File: src/design/sis_pkg.sv
// sis_pkg: shared constants and types for the stable insertion sorter.
// No dependencies; used by sis_cell and stable_insertion_sorter.
package sis_pkg;

  // Number of cells in the sorting chain (capacity of one set)
  localparam int unsigned Depth = 16;
  localparam int unsigned DataW = 32;

  // Sequencer states
  typedef enum logic {
    ST_FILL,
    ST_DRAIN
  } state_e;

  // Per-cycle command broadcast to every cell
  typedef struct packed {
    logic ins;    // insert the broadcast value this cycle
    logic drain;  // shift every entry one place toward cell 0
  } cell_ctrl_t;

endpackage

File: src/design/stable_insertion_sorter.sv
// stable_insertion_sorter: top level, chain of sis_cell instances plus sequencer.
// Depends on sis_pkg and sis_cell.
//
// Usage: present a value with start_i high; it is taken when busy_o is low, one beat per
// cycle while a set is being loaded. Each value is placed into a sorted row of Depth cells
// in the cycle it is taken (all cells compare against it in parallel). The beat with
// last_in_i set closes the set: from the next cycle busy_o is high and the stored values
// come out on consecutive cycles, ascending, one per cycle, each marked by result_valid_o;
// equal values appear in arrival order. The drain is one shift of the cell row per result.
// The receiver cannot stall: every result is present for exactly one cycle. The final result
// carries last_out_o. Values arriving while all Depth cells are full are discarded and every
// result of that set carries overflow_o. After the final result the block is ready again.
module stable_insertion_sorter
  import sis_pkg::*;
(
  input  logic                    clk_i,
  input  logic                    rst_ni,
  input  logic                    start_i,
  output logic                    busy_o,
  input  logic signed [DataW-1:0] value_i,
  input  logic                    last_in_i,
  output logic                    result_valid_o,
  output logic signed [DataW-1:0] sorted_value_o,
  output logic                    last_out_o,
  output logic                    overflow_o
);

  state_e     state_q, state_d;
  cell_ctrl_t ctrl;
  logic       accept;
  logic       full;
  logic       drain_end;
  logic       ovf_q, ovf_d;

  logic signed [DataW-1:0] cell_val   [Depth];
  logic                    cell_valid [Depth];
  logic                    cell_gt    [Depth];

  // Chain of cells
  for (genvar i = 0; i < Depth; i++) begin : g_cell
    logic signed [DataW-1:0] lo_val, hi_val;
    logic                    lo_valid, lo_gt, hi_valid;

    if (i == 0) begin : g_first
      assign lo_val   = '0;
      assign lo_valid = 1'b1;
      assign lo_gt    = 1'b0;
    end else begin : g_mid_lo
      assign lo_val   = cell_val[i-1];
      assign lo_valid = cell_valid[i-1];
      assign lo_gt    = cell_gt[i-1];
    end

    if (i == Depth - 1) begin : g_last
      assign hi_val   = '0;
      assign hi_valid = 1'b0;
    end else begin : g_mid_hi
      assign hi_val   = cell_val[i+1];
      assign hi_valid = cell_valid[i+1];
    end

    sis_cell u_cell (
      .clk_i      (clk_i),
      .rst_ni     (rst_ni),
      .ctrl_i     (ctrl),
      .new_val_i  (value_i),
      .lo_val_i   (lo_val),
      .lo_valid_i (lo_valid),
      .lo_gt_i    (lo_gt),
      .hi_val_i   (hi_val),
      .hi_valid_i (hi_valid),
      .val_o      (cell_val[i]),
      .valid_o    (cell_valid[i]),
      .gt_o       (cell_gt[i])
    );
  end

  assign full      = cell_valid[Depth-1];
  assign accept    = start_i && !busy_o;
  assign drain_end = (state_q == ST_DRAIN) && !cell_valid[1];

  // Next state
  always_comb begin
    state_d = state_q;
    unique case (state_q)
      ST_FILL: begin
        if (accept && last_in_i) begin
          state_d = ST_DRAIN;
        end
      end
      ST_DRAIN: begin
        if (!cell_valid[1]) begin
          state_d = ST_FILL;
        end
      end
      default: state_d = ST_FILL;
    endcase
  end

  // Outputs and cell commands
  always_comb begin
    busy_o     = 1'b0;
    ctrl.ins   = 1'b0;
    ctrl.drain = 1'b0;
    unique case (state_q)
      ST_FILL: begin
        ctrl.ins = accept && !full;
      end
      ST_DRAIN: begin
        busy_o     = 1'b1;
        ctrl.drain = 1'b1;
      end
      default: begin
        busy_o = 1'b0;
      end
    endcase
  end

  // Overflow flag: set on a dropped beat, cleared after the set's final result
  always_comb begin
    ovf_d = ovf_q;
    if (drain_end) begin
      ovf_d = 1'b0;
    end else if (accept && full) begin
      ovf_d = 1'b1;
    end
  end

  always_ff @(posedge clk_i or negedge rst_ni) begin
    if (!rst_ni) begin
      state_q <= ST_FILL;
      ovf_q   <= 1'b0;
    end else begin
      state_q <= state_d;
      ovf_q   <= ovf_d;
    end
  end

  // Results come straight off cell 0 during the drain
  assign result_valid_o = (state_q == ST_DRAIN) && cell_valid[0];
  assign sorted_value_o = cell_val[0];
  assign last_out_o     = drain_end;
  assign overflow_o     = ovf_q;

  // Checks
  a_strobe_busy : assert property (@(posedge clk_i) disable iff (!rst_ni)
    result_valid_o |-> busy_o)
    else $error("result strobe outside drain");

  a_drain_empties : assert property (@(posedge clk_i) disable iff (!rst_ni)
    drain_end |=> !cell_valid[0] && !busy_o)
    else $error("cells not empty after final result");

  a_drain_has_data : assert property (@(posedge clk_i) disable iff (!rst_ni)
    busy_o |-> cell_valid[0])
    else $error("drain with empty cell 0");

  a_ovf_stable : assert property (@(posedge clk_i) disable iff (!rst_ni)
    (busy_o && $past(busy_o)) |-> $stable(overflow_o))
    else $error("overflow changed within a set's results");

endmodule

File: src/design/sis_cell.sv
// sis_cell: one storage cell of the insertion chain (value plus valid bit).
// Depends on sis_pkg for widths and the command struct.
module sis_cell
  import sis_pkg::*;
(
  input  logic                    clk_i,
  input  logic                    rst_ni,
  input  cell_ctrl_t              ctrl_i,
  input  logic signed [DataW-1:0] new_val_i,
  // neighbor toward cell 0
  input  logic signed [DataW-1:0] lo_val_i,
  input  logic                    lo_valid_i,
  input  logic                    lo_gt_i,
  // neighbor away from cell 0
  input  logic signed [DataW-1:0] hi_val_i,
  input  logic                    hi_valid_i,
  output logic signed [DataW-1:0] val_o,
  output logic                    valid_o,
  output logic                    gt_o
);

  logic signed [DataW-1:0] val_q, val_d;
  logic                    valid_q, valid_d;
  logic                    take;

  // Strictly greater entries move up, so equal values keep arrival order
  assign gt_o = valid_q && (val_q > new_val_i);

  // Occupied cells above the insertion point and the first free cell load
  assign take = valid_q ? gt_o : lo_valid_i;

  always_comb begin
    val_d   = val_q;
    valid_d = valid_q;
    if (ctrl_i.drain) begin
      val_d   = hi_val_i;
      valid_d = hi_valid_i;
    end else if (ctrl_i.ins && take) begin
      val_d   = (lo_valid_i && lo_gt_i) ? lo_val_i : new_val_i;
      valid_d = 1'b1;
    end
  end

  always_ff @(posedge clk_i or negedge rst_ni) begin
    if (!rst_ni) begin
      valid_q <= 1'b0;
    end else begin
      valid_q <= valid_d;
    end
  end

  // Payload, no reset
  always_ff @(posedge clk_i) begin
    val_q <= val_d;
  end

  assign val_o   = val_q;
  assign valid_o = valid_q;

endmodule

File: config.mk
export PLATFORM = sky130hd
export DESIGN_NAME = stable_insertion_sorter
export DESIGN_NICKNAME = d
export VERILOG_FILES = /design/src/design/sis_pkg.sv /design/src/design/stable_insertion_sorter.sv /design/src/design/sis_cell.sv
export SDC_FILE = /design/constraint.sdc
export NUM_CORES = 2
export LEC_CHECK = 0
export BUFFER_PORTS_ARGS = -buffer_cell sky130_fd_sc_hd__buf_4
export CAP_MARGIN = 30
export CORE_UTILIZATION = 58
export CTS_BUF_LIST = sky130_fd_sc_hd__clkbuf_4 sky130_fd_sc_hd__clkbuf_8 sky130_fd_sc_hd__clkbuf_16
export DETAILED_ROUTE_END_ITERATION = 10
export PLACE_DENSITY = 0.83
export SETUP_SLACK_MARGIN = 0.02
export SYNTH_ARGS = -nofsm -noshare
export SYNTH_HDL_FRONTEND = slang
export SYNTH_HIERARCHICAL = 1
export SYNTH_SLANG_ARGS = --single-unit
File: constraint.sdc
create_clock -name clk_i -period 8.4 [get_ports clk_i]
set_clock_uncertainty 0.1 [all_clocks]
set_input_delay 1.68 -clock clk_i [delete_from_list [all_inputs] [get_ports clk_i]]
set_output_delay 1.68 -clock clk_i [all_outputs]
set_load 0.005 [all_outputs]
# Yosys cells after proc, flatten, opt, wreduce, memory -nomap -nowiden
# Cells that the tools add are included.
totals:
  register_bits: 530
  inputBits: 36
  output_inout_bits: 36
  elab_cells: 224
op_classes:
  order_cmp: 16
  mux: 100
  bitwise: 1
  n_reduce_logical: 73
op_table:
  columns: ["cell", "count"]
  rows:
  - ["two-way mux 32 bit", 45]
  - ["> comparator 32 bit", 16]
  - ["two-way mux 1 bit", 54]
  - ["logical AND 1 bit", 53]
  - ["nonzero test 2 bit", 17]
  - ["zero test 1 bit", 3]
  - ["case mux 1 bit (2 select lines)", 1]
  - ["inverter 1 bit", 1]

# Depth between registers and ports, before layout
logic_depth:
  ltp_word: 8
  ltp_mapped: 12

# By module
# The synthesis kept the hierarchy.
by_module_without_submodules:
  columns: ["module", "instances", "cells_per_inst", "area_per_inst_um2"]
  rows:
  - ["sis_cell", 16, 268, 2513.7]
  - ["stable_insertion_sorter", 1, 13, 112.6]

# Worst setup path before layout
# OpenSTA, ideal clock, no wires.
synth_timing:
  path_kind: "input -> register"
  start: "input start_i"
  end: "register g_cell[0].u_cell.val_q[0] (enable)"
  arrival_ps: 4491
  t_required_ps: 7911
  setup_slack_ps: 3420
  path_stages: 4
  n_path_buf: 0
  path_cell_list: "nor3b_2 > and3_1 > a21boi_0 > nand2_1"
synth_between:
  elab_chain_len: 5
synth_rtl:
  columns: ["item", "line", "source"]
  rows:
  - ["start: declaration", "stable_insertion_sorter.sv:18", "input logic start_i,"]
  - ["logical AND 1 bit", "stable_insertion_sorter.sv:79", "assign accept = start_i && !busy_o;"]
  - ["logical AND 1 bit", "stable_insertion_sorter.sv:107", "ctrl.ins = accept && !full;"]
  - ["two-way mux 1 bit", "stable_insertion_sorter.sv:105", "unique case (state_q)"]
  - ["logical AND 1 bit", "sis_cell.sv:38", "end else if (ctrl_i.ins && take) begin"]
  - ["nonzero test 2 bit (no source line)", null, null]
  - ["end signal: assignment", "sis_cell.sv:54", "val_q <= val_d;"]
  - ["end: declaration", "sis_cell.sv:22", "logic signed [DataW-1:0] val_q, val_d;"]
# Every way passes these cells.
# A chain may end at the register's enable or synchronous reset.

==> flow_summary.toml <==
[setup_path]
worstSetupEndpointType = "register"
startpoint_type = "input port"
crit_fanout = 32
worstPathArrival_ns = 5.10
cp.required_ns = 8.63
r2r-start = "g_cell[11].u_cell/val_o[31]"
crit_type = "input port to register"
r2r_cells = 10
cp_slowest_cell = "nand2_2"
timing.rr.end = "g_cell[12].u_cell/val_o[21]"
cp_slowest_stage_delay_ns = 0.60
cpMostUsedCell = "o21ai_0"
reg2reg_slack_ns = 4.56
crit_chain = "buf_4, inv_1, ha_1, nand4_1, nor2_1, nand2_1, a31oi_1, o21ai_0, a21boi_1, nand2_2, mux2i_1, o21ai_0"

[global_routing]
grt_pass1_wl_um = 165500
gr-usage-all-layers = 0.2845
grt_max_degree = 245
overflow = 0
grt_pass1_vias = 32830
antenna_found_initial = 0

[cells_and_area]
instances_no_fill = 5356
diodes = 0
area_delta_synth_final_pct = 9.348
drive_gt1_frac = 0.05695
regArea_um2 = 15830
final_area_um2 = 44080
nets = 4925
fill_cells = 5377
multiInputGateArea_um2 = 22140

[clock_tree]
cts_tree = "built"
cts_resized = 0
clk_path_buf_depth = 3
cts.reportedPaths.clkPinSlew_ns = 0.06
ctsHoldBuffers = 0
post_cts_buffers = 0
cts_num_sinks = 530
h-tree-depth = 2
ctsRootBufferMaster = "clkbuf_16"
cts_buffers = 58
worst_skew_pair.late_latency_ns = 0.64

[floorplan]
row_count = 96
initial_core_util = 0.5867
die_x_um = 265.6
die_y_um = 265.6
die_area_um2 = 70560
num_io_pins = 72
core_um2 = 68710

[synthesis]
syn_avg_cell_area_um2 = 9.379
synth_cells = 4298
syn_area_um2 = 40310
synth_warnings = 6

[timing]
tightest_slew_ns = 1.035
setup_violations = 0
fin_crit_ns = 4.867
slew_headroom = 0.3078
hold_violations = 0
fmax_mhz = 205.5
hold_ws_ns = 0.4588
slew_violations = 0
tns_ns = 0
rsz0062_at_grt = "no"
period_share = 0.5794

[worst_hold_path]
hold_class = "register to register"
hold_depth = 2
hold_start = "g_cell[15].u_cell/val_o[10]"
hold_end = "g_cell[14].u_cell/val_o[10]"

[place]
placed_area_um2 = 41950
placedCellCount = 5238
gp_congestion = 0.8701
hpwlAfterDp_um = 72530
port_buffers = 71

[route]
avgViaCountPerCell = 6.141
vias = 32890
drtIter0Drc = 3267
ant_nets = 0
dr.pass1.iters = 6
wl_um = 101900
wire_per_inst_um = 19.03
drc = 0

[pwr]
cellPowerDensity_nw_per_um2 = 341.9
vdd_ir_drop_max_uv = 206.8
total_power_uw = 15070
p_leak_uw = 0.02155

[job]
cap_violations = 0

[status]
outcome = "complete, no violations"
worst max-delay path by stage:
stage	slack, ns	end	start
CTS	3.68	g_cell[7].u_cell/val_o[15]	value_i[25]
global placement	3.16	g_cell[1].u_cell/val_o[7]	value_i[1]
finish	3.53	g_cell[12].u_cell/val_o[21]	value_i[31]
floorplan	3.42	g_cell[0].u_cell/val_o[0]	start_i
global route	3.44	g_cell[3].u_cell/val_o[30]	value_i[25]
detailed placement	3.06	g_cell[10].u_cell/val_o[11]	value_i[25]
layout by cell type, fill, tap and decap left out, types with 9 or more instances in the layout:
cell type and instances:
a2111o_1 16, a211oi_1 16, a21boi_0 16, a21boi_1 15
a21oi_1 226, a221oi_2 16, a22oi_1 16, a2bb2oi_1 16
a31oi_1 48, and3_1 16, buf_16 9, buf_4 97
clkbuf_16 59, clkbuf_4 12, clkinv_1 19, clkinv_2 10
conb_1 69, dfrtp_1 17, edfxtp_1 512, ha_1 512
inv_1 528, mux2i_1 512, nand2_1 692, nand2_2 15
nand2b_1 16, nand3_1 32, nand3b_1 16, nand4_1 112
nor2_1 48, nor2b_1 16, nor3_1 32, nor4_1 16
o211ai_1 32, o21ai_0 592, o21ai_2 16, or3_1 15
sequential cells by signal, indices dropped and copies added (netlist names):
signal / count
g_cell.u_cell/valid_o: 16
overflow_o: 1
state_q: 1
g_cell.u_cell/val_o: 512
cell type report:
class | instances | share of cell area
Sequential cell | 530 | 0.3591
Clock buffer | 72 | 0.03585
Timing Repair Buffer | 112 | 0.02486
Inverter | 528 | 0.04496
Clock inverter | 36 | 0.006557
Multi-Input combinational cell | 3147 | 0.5023
Tap cell | 931 | 0.02643
layer usage:
layer | vias up | track usage | wire [µm]
met5 | - | 0 | 0
met4 | 0 | 0.08372 | 2176
met3 | 173 | 0.03185 | 6909
met2 | 1129 | 0.4917 | 50190
met1 | 15980 | 0.3752 | 42660
li1 | 15610 | - | -
where the power goes:
group	internal [µW]	total [µW]	switching, µW
Combinational	2480	6370	3890
Clock	1480	2600	1120
Sequential	4850	6100	1260
critical path: cells and delay by family:
kind / cells / cell delay [ns]
buffers and inverters: 2 / 0.41
muxes: 1 / 0.37
AOI/OAI and AO/OA: 4 / 0.83
and+or+nand+nor: 4 / 1.33
adders and majority gates: 1 / 0.44
metrics by stage:
step,setup slack (ns),utilization
detailed placement,3.064,0.6106
CTS,3.677,0.6378
finish,3.533,0.6416
floorplan,3.420,-
global route,3.440,0.6416
global placement,3.163,0.6093
Note: power is estimated with default switching activity, not from simulation.
